$ cat src/rtl/core/qlvn_pkg.sv
// ----------------------------------------------------------------------------
// Quorum lock voting node - package
// Constants, codes and types shared by the node's modules.
// ----------------------------------------------------------------------------
package qlvn_pkg;

  localparam int MAX_NODES   = 32;
  localparam int QUEUE_DEPTH = 16;
  localparam int NODE_W      = 5;
  localparam int STAMP_W     = 32;
  localparam int KEY_W       = STAMP_W + NODE_W;
  localparam int CNT_W       = 6;
  localparam int SLOT_W      = $clog2(QUEUE_DEPTH);
  localparam int SCAN_W      = SLOT_W + 1;

  typedef logic [KEY_W-1:0] key_t;

  typedef enum logic [2:0] {
    FN_REQUEST    = 3'd0,
    FN_LOCKED     = 3'd1,
    FN_INQUIRE    = 3'd2,
    FN_RELEASE    = 3'd3,
    FN_RELINQUISH = 3'd4,
    FN_FAILED     = 3'd5,
    FN_COMPLETE   = 3'd6,
    FN_START      = 3'd7
  } func_t;

  typedef enum logic [1:0] {
    K_LOCKED     = 2'd0,
    K_INQUIRE    = 2'd1,
    K_FAILED     = 2'd2,
    K_RELINQUISH = 2'd3
  } kind_t;

  typedef enum logic [1:0] {
    CFG_QUORUM   = 2'd0,
    CFG_NODES    = 2'd1,
    CFG_COMPLETE = 2'd2
  } cfg_idx_t;

  typedef enum logic [2:0] {
    ST_IDLE,
    ST_EXEC,
    ST_PRE,
    ST_SCAN,
    ST_POST,
    ST_OUT
  } state_t;

endpackage

$ cat src/rtl/core/quorum_lock_voting_node_unit.sv
// Path: simple messages pass EXEC and OUT; release, and relinquish while the vote
// is held, also pass SCAN and POST, and a queued request PRE before them; a stalled
// result waits in OUT. Throughput: one item at a time; the queue scan reads one
// slot per cycle through the slot RAM port and the single shared comparator.
// Reset: synchronous, active low; vote free, queue empty, marks and tallies
// cleared, registers back to their defaults.
// ----------------------------------------------------------------------------
// Quorum lock voting node - top level
// Voting and requesting halves of one quorum node under a small sequencer.
// ----------------------------------------------------------------------------
module quorum_lock_voting_node_unit (
  input  logic                           clk,
  input  logic                           rst_n,
  input  logic                           cfg_we,
  input  logic [1:0]                     cfg_index,
  input  logic [qlvn_pkg::CNT_W-1:0]     cfg_wdata,
  input  logic                           in_valid,
  output logic                           in_stall,
  input  logic [2:0]                     in_func,
  input  logic [qlvn_pkg::NODE_W-1:0]    in_sender_node,
  input  logic [qlvn_pkg::STAMP_W-1:0]   in_stamp,
  output logic                           out_valid,
  input  logic                           out_stall,
  output logic                           out_send_valid,
  output logic [1:0]                     out_send_kind,
  output logic [qlvn_pkg::NODE_W-1:0]    out_send_dest,
  output logic [qlvn_pkg::CNT_W-1:0]     out_votes_granted,
  output logic                           out_lock_held,
  output logic                           out_queue_dropped,
  output logic                           out_all_complete
);

  localparam int QD = qlvn_pkg::QUEUE_DEPTH;
  localparam int MN = qlvn_pkg::MAX_NODES;

  qlvn_pkg::state_t state_r, state_nxt;

  logic [qlvn_pkg::CNT_W-1:0]  quorum_r, quorum_nxt;
  logic [qlvn_pkg::CNT_W-1:0]  nodes_r, nodes_nxt;

  logic [2:0]                  func_r, func_nxt;
  qlvn_pkg::key_t              new_r, new_nxt;

  logic                        vote_r, vote_nxt;
  qlvn_pkg::key_t              holder_r, holder_nxt;
  logic [QD-1:0]               used_r, used_nxt;
  logic                        inq_r, inq_nxt;
  logic [qlvn_pkg::CNT_W-1:0]  granted_r, granted_nxt;
  logic [MN-1:0]               failed_r, failed_nxt;
  logic [qlvn_pkg::CNT_W-1:0]  done_r, done_nxt;

  logic [qlvn_pkg::SCAN_W-1:0] cnt_r, cnt_nxt;
  logic                        pend_r, pend_nxt;
  logic [qlvn_pkg::SLOT_W-1:0] idx_r, idx_nxt;
  logic                        have_r, have_nxt;
  logic [qlvn_pkg::SLOT_W-1:0] bidx_r, bidx_nxt;
  qlvn_pkg::key_t              best_r, best_nxt;
  logic                        fail_r, fail_nxt;
  logic [qlvn_pkg::SLOT_W-1:0] free_r, free_nxt;

  logic                        rsv_r, rsv_nxt;
  logic [1:0]                  rkind_r, rkind_nxt;
  logic [qlvn_pkg::NODE_W-1:0] rdest_r, rdest_nxt;
  logic                        rdrop_r, rdrop_nxt;

  logic                        ov_r, ov_nxt;
  logic                        osv_r, osv_nxt;
  logic [1:0]                  okind_r, okind_nxt;
  logic [qlvn_pkg::NODE_W-1:0] odest_r, odest_nxt;
  logic [qlvn_pkg::CNT_W-1:0]  ovotes_r, ovotes_nxt;
  logic                        olock_r, olock_nxt;
  logic                        odrop_r, odrop_nxt;
  logic                        ocomp_r, ocomp_nxt;

  logic                        ram_we;
  logic [qlvn_pkg::SLOT_W-1:0] ram_waddr, ram_raddr;
  qlvn_pkg::key_t              ram_wdata, ram_rdata;
  qlvn_pkg::key_t              cmp_a, cmp_b;
  logic                        cmp_lt;

  logic                        free_any;
  logic [qlvn_pkg::SLOT_W-1:0] free_idx;
  logic [MN-1:0]               node_mask;
  logic                        any_failed;

  qlvn_ram #(.WIDTH(qlvn_pkg::KEY_W), .DEPTH(QD)) u_slots (
    .clk   (clk),
    .we    (ram_we),
    .waddr (ram_waddr),
    .wdata (ram_wdata),
    .raddr (ram_raddr),
    .rdata (ram_rdata)
  );

  qlvn_cmp u_cmp (
    .a       (cmp_a),
    .b       (cmp_b),
    .earlier (cmp_lt)
  );

  always_comb begin
    free_any = 1'b0;
    free_idx = '0;
    for (int s = QD - 1; s >= 0; s--) begin
      if (!used_r[s]) begin
        free_any = 1'b1;
        free_idx = qlvn_pkg::SLOT_W'(s);
      end
    end
  end

  always_comb begin
    for (int x = 0; x < MN; x++) begin
      node_mask[x] = (qlvn_pkg::CNT_W'(x) < nodes_r);
    end
  end

  assign any_failed = |(failed_r & node_mask);

  always_comb begin
    case (state_r)
      qlvn_pkg::ST_PRE: begin
        cmp_a = holder_r;
        cmp_b = new_r;
      end
      qlvn_pkg::ST_POST: begin
        cmp_a = best_r;
        cmp_b = holder_r;
      end
      default: begin
        cmp_a = ram_rdata;
        cmp_b = (func_r == qlvn_pkg::FN_REQUEST) ? new_r : best_r;
      end
    endcase
  end

  assign ram_raddr = cnt_r[qlvn_pkg::SLOT_W-1:0];

  always_comb begin
    state_nxt   = state_r;
    quorum_nxt  = quorum_r;
    nodes_nxt   = nodes_r;
    func_nxt    = func_r;
    new_nxt     = new_r;
    vote_nxt    = vote_r;
    holder_nxt  = holder_r;
    used_nxt    = used_r;
    inq_nxt     = inq_r;
    granted_nxt = granted_r;
    failed_nxt  = failed_r;
    done_nxt    = done_r;
    cnt_nxt     = cnt_r;
    pend_nxt    = pend_r;
    idx_nxt     = idx_r;
    have_nxt    = have_r;
    bidx_nxt    = bidx_r;
    best_nxt    = best_r;
    fail_nxt    = fail_r;
    free_nxt    = free_r;
    rsv_nxt     = rsv_r;
    rkind_nxt   = rkind_r;
    rdest_nxt   = rdest_r;
    rdrop_nxt   = rdrop_r;
    ov_nxt      = ov_r;
    osv_nxt     = osv_r;
    okind_nxt   = okind_r;
    odest_nxt   = odest_r;
    ovotes_nxt  = ovotes_r;
    olock_nxt   = olock_r;
    odrop_nxt   = odrop_r;
    ocomp_nxt   = ocomp_r;
    ram_we      = 1'b0;
    ram_waddr   = free_r;
    ram_wdata   = new_r;
    in_stall    = (state_r != qlvn_pkg::ST_IDLE);

    if (ov_r && !out_stall) begin
      ov_nxt = 1'b0;
    end

    if (cfg_we) begin
      case (cfg_index)
        qlvn_pkg::CFG_QUORUM:   quorum_nxt = cfg_wdata;
        qlvn_pkg::CFG_NODES:    nodes_nxt  = cfg_wdata;
        qlvn_pkg::CFG_COMPLETE: done_nxt   = cfg_wdata;
        default: ;
      endcase
    end

    case (state_r)
      qlvn_pkg::ST_IDLE: begin
        if (in_valid) begin
          func_nxt  = in_func;
          new_nxt   = {in_stamp, in_sender_node};
          state_nxt = qlvn_pkg::ST_EXEC;
        end
      end
      qlvn_pkg::ST_EXEC: begin
        rsv_nxt   = 1'b0;
        rkind_nxt = qlvn_pkg::K_LOCKED;
        rdest_nxt = '0;
        rdrop_nxt = 1'b0;
        cnt_nxt   = '0;
        pend_nxt  = 1'b0;
        have_nxt  = 1'b0;
        state_nxt = qlvn_pkg::ST_OUT;
        case (func_r)
          qlvn_pkg::FN_REQUEST: begin
            if (!vote_r) begin
              vote_nxt   = 1'b1;
              holder_nxt = new_r;
              inq_nxt    = 1'b0;
              rsv_nxt    = 1'b1;
              rdest_nxt  = new_r[qlvn_pkg::NODE_W-1:0];
            end else if (!free_any) begin
              rdrop_nxt = 1'b1;
            end else begin
              free_nxt  = free_idx;
              state_nxt = qlvn_pkg::ST_PRE;
            end
          end
          qlvn_pkg::FN_LOCKED: begin
            if (granted_r != '1) granted_nxt = granted_r + 1'b1;
            failed_nxt[new_r[qlvn_pkg::NODE_W-1:0]] = 1'b0;
          end
          qlvn_pkg::FN_INQUIRE: begin
            if (any_failed) begin
              if (granted_r != '0) granted_nxt = granted_r - 1'b1;
              rsv_nxt   = 1'b1;
              rkind_nxt = qlvn_pkg::K_RELINQUISH;
              rdest_nxt = new_r[qlvn_pkg::NODE_W-1:0];
            end
          end
          qlvn_pkg::FN_RELEASE: begin
            state_nxt = qlvn_pkg::ST_SCAN;
          end
          qlvn_pkg::FN_RELINQUISH: begin
            if (vote_r) state_nxt = qlvn_pkg::ST_SCAN;
          end
          qlvn_pkg::FN_FAILED: begin
            failed_nxt[new_r[qlvn_pkg::NODE_W-1:0]] = 1'b1;
          end
          qlvn_pkg::FN_COMPLETE: begin
            if (done_r != '1) done_nxt = done_r + 1'b1;
          end
          default: begin
            granted_nxt = '0;
          end
        endcase
      end
      qlvn_pkg::ST_PRE: begin
        fail_nxt  = cmp_lt;
        state_nxt = qlvn_pkg::ST_SCAN;
      end
      qlvn_pkg::ST_SCAN: begin
        cnt_nxt  = cnt_r + 1'b1;
        pend_nxt = (cnt_r < qlvn_pkg::SCAN_W'(QD));
        idx_nxt  = cnt_r[qlvn_pkg::SLOT_W-1:0];
        if (pend_r && used_r[idx_r]) begin
          if (func_r == qlvn_pkg::FN_REQUEST) begin
            if (cmp_lt) fail_nxt = 1'b1;
          end else if (!have_r || cmp_lt) begin
            have_nxt = 1'b1;
            bidx_nxt = idx_r;
            best_nxt = ram_rdata;
          end
        end
        if (cnt_r == qlvn_pkg::SCAN_W'(QD)) state_nxt = qlvn_pkg::ST_POST;
      end
      qlvn_pkg::ST_POST: begin
        state_nxt = qlvn_pkg::ST_OUT;
        case (func_r)
          qlvn_pkg::FN_REQUEST: begin
            ram_we           = 1'b1;
            used_nxt[free_r] = 1'b1;
            if (fail_r) begin
              rsv_nxt   = 1'b1;
              rkind_nxt = qlvn_pkg::K_FAILED;
              rdest_nxt = new_r[qlvn_pkg::NODE_W-1:0];
            end else begin
              if (!inq_r) begin
                rsv_nxt   = 1'b1;
                rkind_nxt = qlvn_pkg::K_INQUIRE;
                rdest_nxt = holder_r[qlvn_pkg::NODE_W-1:0];
              end
              inq_nxt = 1'b1;
            end
          end
          qlvn_pkg::FN_RELEASE: begin
            inq_nxt = 1'b0;
            if (!have_r) begin
              vote_nxt   = 1'b0;
              holder_nxt = '0;
            end else begin
              vote_nxt         = 1'b1;
              holder_nxt       = best_r;
              used_nxt[bidx_r] = 1'b0;
              rsv_nxt          = 1'b1;
              rdest_nxt        = best_r[qlvn_pkg::NODE_W-1:0];
            end
          end
          default: begin
            rsv_nxt   = 1'b1;
            rdest_nxt = holder_r[qlvn_pkg::NODE_W-1:0];
            if (have_r && cmp_lt) begin
              ram_we     = 1'b1;
              ram_waddr  = bidx_r;
              ram_wdata  = holder_r;
              holder_nxt = best_r;
              inq_nxt    = 1'b0;
              rdest_nxt  = best_r[qlvn_pkg::NODE_W-1:0];
            end
          end
        endcase
      end
      qlvn_pkg::ST_OUT: begin
        if (!ov_r || !out_stall) begin
          ov_nxt     = 1'b1;
          osv_nxt    = rsv_r;
          okind_nxt  = rkind_r;
          odest_nxt  = rdest_r;
          ovotes_nxt = granted_r;
          olock_nxt  = (granted_r >= quorum_r);
          odrop_nxt  = rdrop_r;
          ocomp_nxt  = (done_r >= nodes_r);
          state_nxt  = qlvn_pkg::ST_IDLE;
        end
      end
      default: begin
        state_nxt = qlvn_pkg::ST_IDLE;
      end
    endcase
  end

  always_ff @(posedge clk) begin
    if (!rst_n) begin
      state_r   <= qlvn_pkg::ST_IDLE;
      quorum_r  <= qlvn_pkg::CNT_W'(3);
      nodes_r   <= qlvn_pkg::CNT_W'(4);
      vote_r    <= 1'b0;
      holder_r  <= '0;
      used_r    <= '0;
      inq_r     <= 1'b0;
      granted_r <= '0;
      failed_r  <= '0;
      done_r    <= '0;
      cnt_r     <= '0;
      pend_r    <= 1'b0;
      have_r    <= 1'b0;
      ov_r      <= 1'b0;
    end else begin
      state_r   <= state_nxt;
      quorum_r  <= quorum_nxt;
      nodes_r   <= nodes_nxt;
      vote_r    <= vote_nxt;
      holder_r  <= holder_nxt;
      used_r    <= used_nxt;
      inq_r     <= inq_nxt;
      granted_r <= granted_nxt;
      failed_r  <= failed_nxt;
      done_r    <= done_nxt;
      cnt_r     <= cnt_nxt;
      pend_r    <= pend_nxt;
      have_r    <= have_nxt;
      ov_r      <= ov_nxt;
    end
  end

  always_ff @(posedge clk) begin
    func_r   <= func_nxt;
    new_r    <= new_nxt;
    idx_r    <= idx_nxt;
    bidx_r   <= bidx_nxt;
    best_r   <= best_nxt;
    fail_r   <= fail_nxt;
    free_r   <= free_nxt;
    rsv_r    <= rsv_nxt;
    rkind_r  <= rkind_nxt;
    rdest_r  <= rdest_nxt;
    rdrop_r  <= rdrop_nxt;
    osv_r    <= osv_nxt;
    okind_r  <= okind_nxt;
    odest_r  <= odest_nxt;
    ovotes_r <= ovotes_nxt;
    olock_r  <= olock_nxt;
    odrop_r  <= odrop_nxt;
    ocomp_r  <= ocomp_nxt;
  end

  assign out_valid         = ov_r;
  assign out_send_valid    = osv_r;
  assign out_send_kind     = okind_r;
  assign out_send_dest     = odest_r;
  assign out_votes_granted = ovotes_r;
  assign out_lock_held     = olock_r;
  assign out_queue_dropped = odrop_r;
  assign out_all_complete  = ocomp_r;

endmodule

$ cat src/rtl/core/qlvn_ram.sv
// ----------------------------------------------------------------------------
// Generic RAM
// One write port, one read port with registered read data.
// ----------------------------------------------------------------------------
module qlvn_ram #(
  parameter int WIDTH = 8,
  parameter int DEPTH = 16
) (
  input  logic                     clk,
  input  logic                     we,
  input  logic [$clog2(DEPTH)-1:0] waddr,
  input  logic [WIDTH-1:0]         wdata,
  input  logic [$clog2(DEPTH)-1:0] raddr,
  output logic [WIDTH-1:0]         rdata
);

  logic [WIDTH-1:0] mem [DEPTH];

  always_ff @(posedge clk) begin
    if (we) begin
      mem[waddr] <= wdata;
    end
    rdata <= mem[raddr];
  end

endmodule

$ cat src/rtl/core/qlvn_cmp.sv
// ----------------------------------------------------------------------------
// Quorum lock voting node - order comparator
// Shared unit: is key a earlier than key b (stamp first, then node index).
// ----------------------------------------------------------------------------
module qlvn_cmp (
  input  qlvn_pkg::key_t a,
  input  qlvn_pkg::key_t b,
  output logic           earlier
);

  assign earlier = (a < b);

endmodule

$ cat config.mk
export PLATFORM = sky130hd
export DESIGN_NAME = quorum_lock_voting_node_unit
export DESIGN_NICKNAME = d
export VERILOG_FILES = /design/src/rtl/core/qlvn_pkg.sv /design/src/rtl/core/quorum_lock_voting_node_unit.sv /design/src/rtl/core/qlvn_ram.sv /design/src/rtl/core/qlvn_cmp.sv
export SDC_FILE = /design/constraint.sdc
export NUM_CORES = 1
export LEC_CHECK = 0
export BUFFER_PORTS_ARGS = -buffer_cell sky130_fd_sc_hd__buf_2
export CELL_PAD_IN_SITES_DETAIL_PLACEMENT = 0
export CELL_PAD_IN_SITES_GLOBAL_PLACEMENT = 2
export CORE_MARGIN = 2
export CORE_UTILIZATION = 47
export CTS_CLUSTER_DIAMETER = 150
export DETAILED_ROUTE_END_ITERATION = 16
export GPL_TIMING_DRIVEN = 0
export PLACE_DENSITY = 0.84
export SLEW_MARGIN = 20
export SYNTH_ARGS = -nofsm -noshare
export SYNTH_HDL_FRONTEND = slang
export SYNTH_SLANG_ARGS = --single-unit
$ cat constraint.sdc
create_clock -name clk -period 8.11 [get_ports clk]
set_input_delay 0.4055 -clock clk [delete_from_list [all_inputs] [get_ports clk]]
set_output_delay 0.4055 -clock clk [all_outputs]
set_load 0.02 [all_outputs]
# After elaboration in Yosys (flattened, before gate mapping)
# Memory sizes are Yosys's and may differ from the RTL's. A register that Yosys moved wholly into a read port is not among the register bits.
# Cells that the tools add are included.
# totals
reg_bits	238
ram_bits	592
input_bits	53
wordCells	302
mem_count	1
# mem_list
memory	words	word_bits	read_ports	rd_clocked_by_memory_dff	wr	line	source
u_slots.mem	16	37	1	1	1	qlvn_ram.sv:17	logic [WIDTH-1:0] mem [DEPTH];
# op_classes
add_sub_neg	4
n_lt_le_gt_ge	43
n_eq_ne	39
n_mux	126
bitwise	9
n_reduce_logical	45
# op_table
op	n
2-to-1 mux 37 bit	8
case mux 37 bit (2 select lines)	4
< comparator 5 x 6 -> 1 bit (first input constant)	16
bitwise AND 32 bit	2
case mux 32 bit (2 select lines)	1
< comparator 4 x 6 -> 1 bit (first input constant)	8
2-to-1 mux 6 bit	8
2-to-1 mux 1 bit	47
2-to-1 mux 4 bit	11
case mux 5 bit (2 select lines)	4
< comparator 37 bit	1
!= test 2 bit (second input constant)	17
inverter 32 bit	1
OR 32 bit	1
case mux 16 bit (2 select lines)	1
OR reduction 32 bit	1
2-to-1 mux 3 bit	10
2-to-1 mux 5 bit	6
< comparator 3 x 6 -> 1 bit (first input constant)	4
case mux 1 bit (2 select lines)	10
AND reduction 4 bit	5
case mux 3 bit (6 select lines)	1
case mux 6 bit (3 select lines)	1
bitwise AND 16 bit	1
44 further kinds	97

# Longest topological paths before layout
# depth
word_depth	20
depth_mapped	18
mapped_depth_nobuf	12

# Cells and area by module
# From an unflattened synthesis, not the netlist that was laid out.
# hier_totals
hier_cells	2366
area_unflattened_um2	35894.4
# by_module_without_submodules
mod	instances	cells_per_inst	area_per_inst_um2	seq_area_each_um2
qlvn_ram	1	963	22942.0	18517.8
quorum_lock_voting_node_unit	1	1272	12045.3	5925.7
qlvn_cmp	1	131	907.1	0.0

# Worst setup path before layout
# Ideal clock, no wire load.
# synth_timing
kind	flip-flop to flip-flop
start	reg state_r[0]
end	mem u_slots.mem[11][0] (netlist bit), enable pin
arrival_time_ns	5.528
required_time_ns	7.666
setup_slack_ns	2.139
stages_incl_launch_ff	15
n_path_buf	3
period_less_slack_ns	5.971
cell_sequence	dfxtp_1 > buf_6 > nor3b_1 > clkbuf_1 > o21ai_1 > clkbuf_1 > a222oi_1 > ha_1 > nand4_1 > nor4_1 > a22o_1 > o41ai_1 > nand3_2 > or4_1 > a21oi_1
# synth_via
elab_chain_len	9
# synth_lines
item	line	source
start, declared	quorum_lock_voting_node_unit.sv:36	qlvn_pkg::state_t state_r, state_nxt;
start signal, assigned	quorum_lock_voting_node_unit.sv:337	state_r <= qlvn_pkg::ST_IDLE;
start signal, assigned	quorum_lock_voting_node_unit.sv:352	state_r <= state_nxt;
== test 3 bit / == test 3 x 2 -> 1 bit (equally long branches)	quorum_lock_voting_node_unit.sv:121, quorum_lock_voting_node_unit.sv:190	
case mux 37 bit (2 select lines)	quorum_lock_voting_node_unit.sv:121	case (state_r)
< comparator 37 bit	qlvn_cmp.sv:11	assign earlier = (a < b);
logical AND 1 bit	quorum_lock_voting_node_unit.sv:305	if (have_r && cmp_lt) begin
2-to-1 mux 1 bit	quorum_lock_voting_node_unit.sv:305	
case mux 1 bit (2 select lines)	quorum_lock_voting_node_unit.sv:272	case (func_r)
2-to-1 mux 1 bit	quorum_lock_voting_node_unit.sv:190	case (state_r)
2-to-1 mux 1 bit	qlvn_ram.sv:20	if (we) begin
2-to-1 mux 1 bit (implied by the code)	qlvn_ram.sv:21	mem[waddr] <= wdata;
end, declared	qlvn_ram.sv:17	
# Parallel ways exist; a longest one is shown, timed or not.

# Worst setup path after layout
# layout_timing
start	reg state_r[0]
end	mem u_slots.mem[11][30] (netlist bit), enable pin
# Same word-level chain as after synthesis.

==> summary.md <==
| Metric | Value |
|---|---|
| Chip Width | between 200 and 300 um |
| Synth top area cells | edfxtp_1, mux4_2, dfxtp_1 |
| Final design instance area without fill | 42,470 um2 |
| IR drop worst, VDD | 193.1 uV |
| Fraction of post-synthesis cell area in the top cell type by area | 0.5887 |
| Worst slew margin relative to its limit | 0.2625 |
| Cells after Synth | ~2,300 |
| Clock H-tree levels | 3 |
| Met2 routed WL | around 47,000 um |
| Antenna violations before repair | 0 |
| Clock root buffer master | clkbuf_16 |
| Average size of a mapped cell | roughly 16 um2 |
| Number of flops mapped to enable cells by yosys | 708 |
| Critical path data arrival time | 7.95 ns |
| Initial DRC Count | approximately 2,600 |
| Largest net degree at the start of global routing | 22 |
| Insertion delay to the later sink of the worst-skew pair | 0.66 ns |
| Vias per Instance | about 6 |
| Post-route met1 wirelength | 41,740 um |
| RSZ-0062 raised after global routing | no |
| Detailed route wirelength on metal3 | 7094 um |
| Run status | complete, no violations |
| Share of synthesized flip-flops with an asynchronous set or reset | 0 |
| Mapped Nets | approximately 2,400 |
| Worst-case setup slack after placement | roughly 0.67 ns |
| Height of the die | 281.2 um |
| Setup slack after layout | 0.5021 ns |
| PD cells | 232.6 nW/um2 |
| Post-route total power | 0.009880 W |
| Reg2Reg Capture Point | u_slots.mem[11][30] |
| Core utilization of the finished layout | 0.5592 |
| Core ar. | 75,950 um2 |
| Critical path's largest stage delay | a little under 0.9 ns |
| End point of the critical path | u_slots.mem[11][30] |
| Highest routed layer | met4 |
| Max Cap Viol | 0 |
| Count of unresolved DRC violations after routing | 0 |
| Antenna diode count | 0 |
| Number of detailed-routing iterations run before antenna repair | 8 |
| Slowest library cell on the worst path | o41ai_1 |
| Register-to-register setup slack | between 0.5 and 0.6 ns |
| Vias in the first global route | 21,760 |
| Count of state elements after synthesis | about 870 |
| Growth of design area from synthesis to finish | 17.60% |
| Top cell types by occurrence after synthesis | edfxtp_1, nand2_1, mux4_2 |
| Total cell area at the placement stage | just under 40,000 um2 |
| Count of endpoints failing setup in the final report | 0 |
| Clock sink count | between 800 and 900 |
| Number of core rows | 101 |
| Main synth FF type | edfxtp_1 |
| Layout cells sized above 1 | 0.2086 |
| Floorplan die area | ~79,000 um2 |
| Yosys warns | 0 |
| Final Max Tran Viols | 0 |
| Upper clock frequency limit | 131.4 MHz |
| Clock tree from TritonCTS | built |
| First-pass GRT wire length | 144,600 um |
| Average wire per cell in the routed design | 27.27 um |
| Number of nets still failing antenna checks after routing | 0 |
| Total number of vias | around 22,000 |
| Postcts setup bufs | 0 |
| Number of distinct library cells after synthesis | 79 |
| Num ports | 72 |
| Global routing usage summed across all routing layers | 0.2514 |
| Final Cycle Share | 0.9381 |
| Worst Reg2Reg Path Length in Cells | 16 |
| Nature of the critical path startpoint | register |
| Clock transition time at the flip-flop clock pins of the worst setup and hold paths | about 0.060 ns |
| Start point of the worst min-delay path | cfg_wdata[0] |
| Final HPWL from detailed placement | 66,720 um |
| Critical path origin | state_r[0] |
| Ordered list of cells on the worst path | buf_6, nor3b_1, clkbuf_1, clkbuf_1, buf_1, a22oi_1, nand2_1, ha_1, nand4_1, nor4_1, a22o_1, o41ai_1, nand3_2, or4_1, a21oi_4, buf_16 |
| Setup clock skew after layout | between 0.03 and 0.04 ns |
| Routed WL | a little under 100,000 um |
| Deepest clock path buffer count | 3 |
| Summed instance area of the synthesized netlist | 36,110 um2 |
| Net count of the finished layout | between 2,000 and 3,000 |
| GP Congestion | ~0.9 |
| Worst hold slack after final layout | 0.04340 ns |
| I/O Buffers | 71 |
| Library cell appearing most often on the critical path | clkbuf_1 |
| Reg-to-reg startpoint | state_r[0] |
| Inserted Clock Buffers | 89 |
| Required @ worst endpoint | between 8 and 9 ns |
| Static leakage | roughly 14 nW |
| Type of the setup path with the least slack | reg -> reg |
| Count of endpoints failing hold in the final timing report | 0 |
| Worst-Margin Slew | 1.092 ns |
| Critical Path End Type | register |
| Most used standard cell by instance count after synthesis | edfxtp_1 |
| Type of the worst min-delay path | in -> reg |
| Initial Util | 0.4755 |
| Cell taking the most area after synthesis | edfxtp_1 |
| Critical path fanouts, max | 16 |
| Final period demand of the worst path | between 7 and 8 ns |
| Overflow left after global routing | 0 |
| Fraction of the yosys area taken by sequential cells | 0.6769 |
==> cells in the final DEF, fill, tap and decap left out, types with 67 or more instances in the layout <==
master,count
dfxtp_1,159
nor2_1,102
mux4_2,190
nand2_1,241
mux2i_1,67
buf_2,82
edfxtp_1,708
clkbuf_1,113
clkbuf_16,90
o21ai_0,67
a21oi_1,78
==> kinds of logic after synthesis <==
group | share of synthesized area
buffers and inverters | 0.01958
XOR/XNOR | 0.001698
AND/OR/NAND/NOR | 0.06278
adder cells (fa/ha/maj) | 0.02016
multiplexers | 0.1495
AO/OA/AOI/OAI | 0.06937
flip-flops | 0.6769
==> report_power, final <==
| part | total, W | internal [W] | switching, W |
|---|---|---|---|
| sequential | 0.00499 | 0.00493 | 0.0000615 |
| clock | 0.00413 | 0.00238 | 0.00175 |
| combinational | 0.000766 | 0.000250 | 0.000516 |
==> worst min-delay path by stage <==
stage	endpoint	slack, ns	cells after the start
3_3_place_gp	out_queue_dropped	0.41	0
3_5_place_dp	out_send_dest[3]	0.40	0
2_1_floorplan	out_queue_dropped	0.40	0
4_1_cts	quorum_r[0]	0.02	3
6_report	quorum_r[0]	0.04	3
5_1_grt	nodes_r[5]	0.06	3
==> per-layer routing <==
metal | vias to the layer above | track usage
li1 | 9484 | -
met1 | 11310 | 0.3588
met2 | 997 | 0.4045
met3 | 161 | 0.03799
met4 | 0 | 0.06924
met5 | - | 0
==> area by class of cell <==
type / count / area, um2
well taps: 1030 / 1289
multi-input cells: 1222 / 11180
repair buffers: 153 / 1868
clock inverters: 43 / 483.0
fillers: 5834 / 33480
flip-flops and latches: 867 / 24440
plain buffers: 130 / 590.6
inverters: 35 / 131.4
clock buffers: 124 / 2480
==> critical path: cells and delay by family, from the launching register on <==
kind                     cells  cell delay (ns)
adder cells (fa/ha/maj)      1             0.27
AO/OA/AOI/OAI                4             1.89
flip-flops                   1             0.32
buffers and inverters        5             2.36
AND/OR/NAND/NOR              6             2.38
==> registers in the layout, summed over array words and instances (netlist names), 5 cells and up, named ones only <==
register           cells
nodes_r                6
out_send_dest          5
rdest_r                5
out_votes_granted      6
best_r                37
done_r                 6
used_r                16
new_r                 37
cnt_r                  5
u_slots.mem          592
quorum_r               6
u_slots.rdata         37
granted_r              6
holder_r              37
==> per-stage QoR <==
step | instances | setup TNS (ns)
floorplan | 2254 | 0
global placement | 3355 | -1561.83
detailed placement | 3397 | 0
CTS | 3604 | 0
global route | 3604 | 0
finish | 3604 | 0
==> what timing repair did <==
action	CTS	global route
hold endpoints to repair	40	0
hold buffers	40	0
gates resized for setup	0	0
Power figures use the tool's default switching activity.
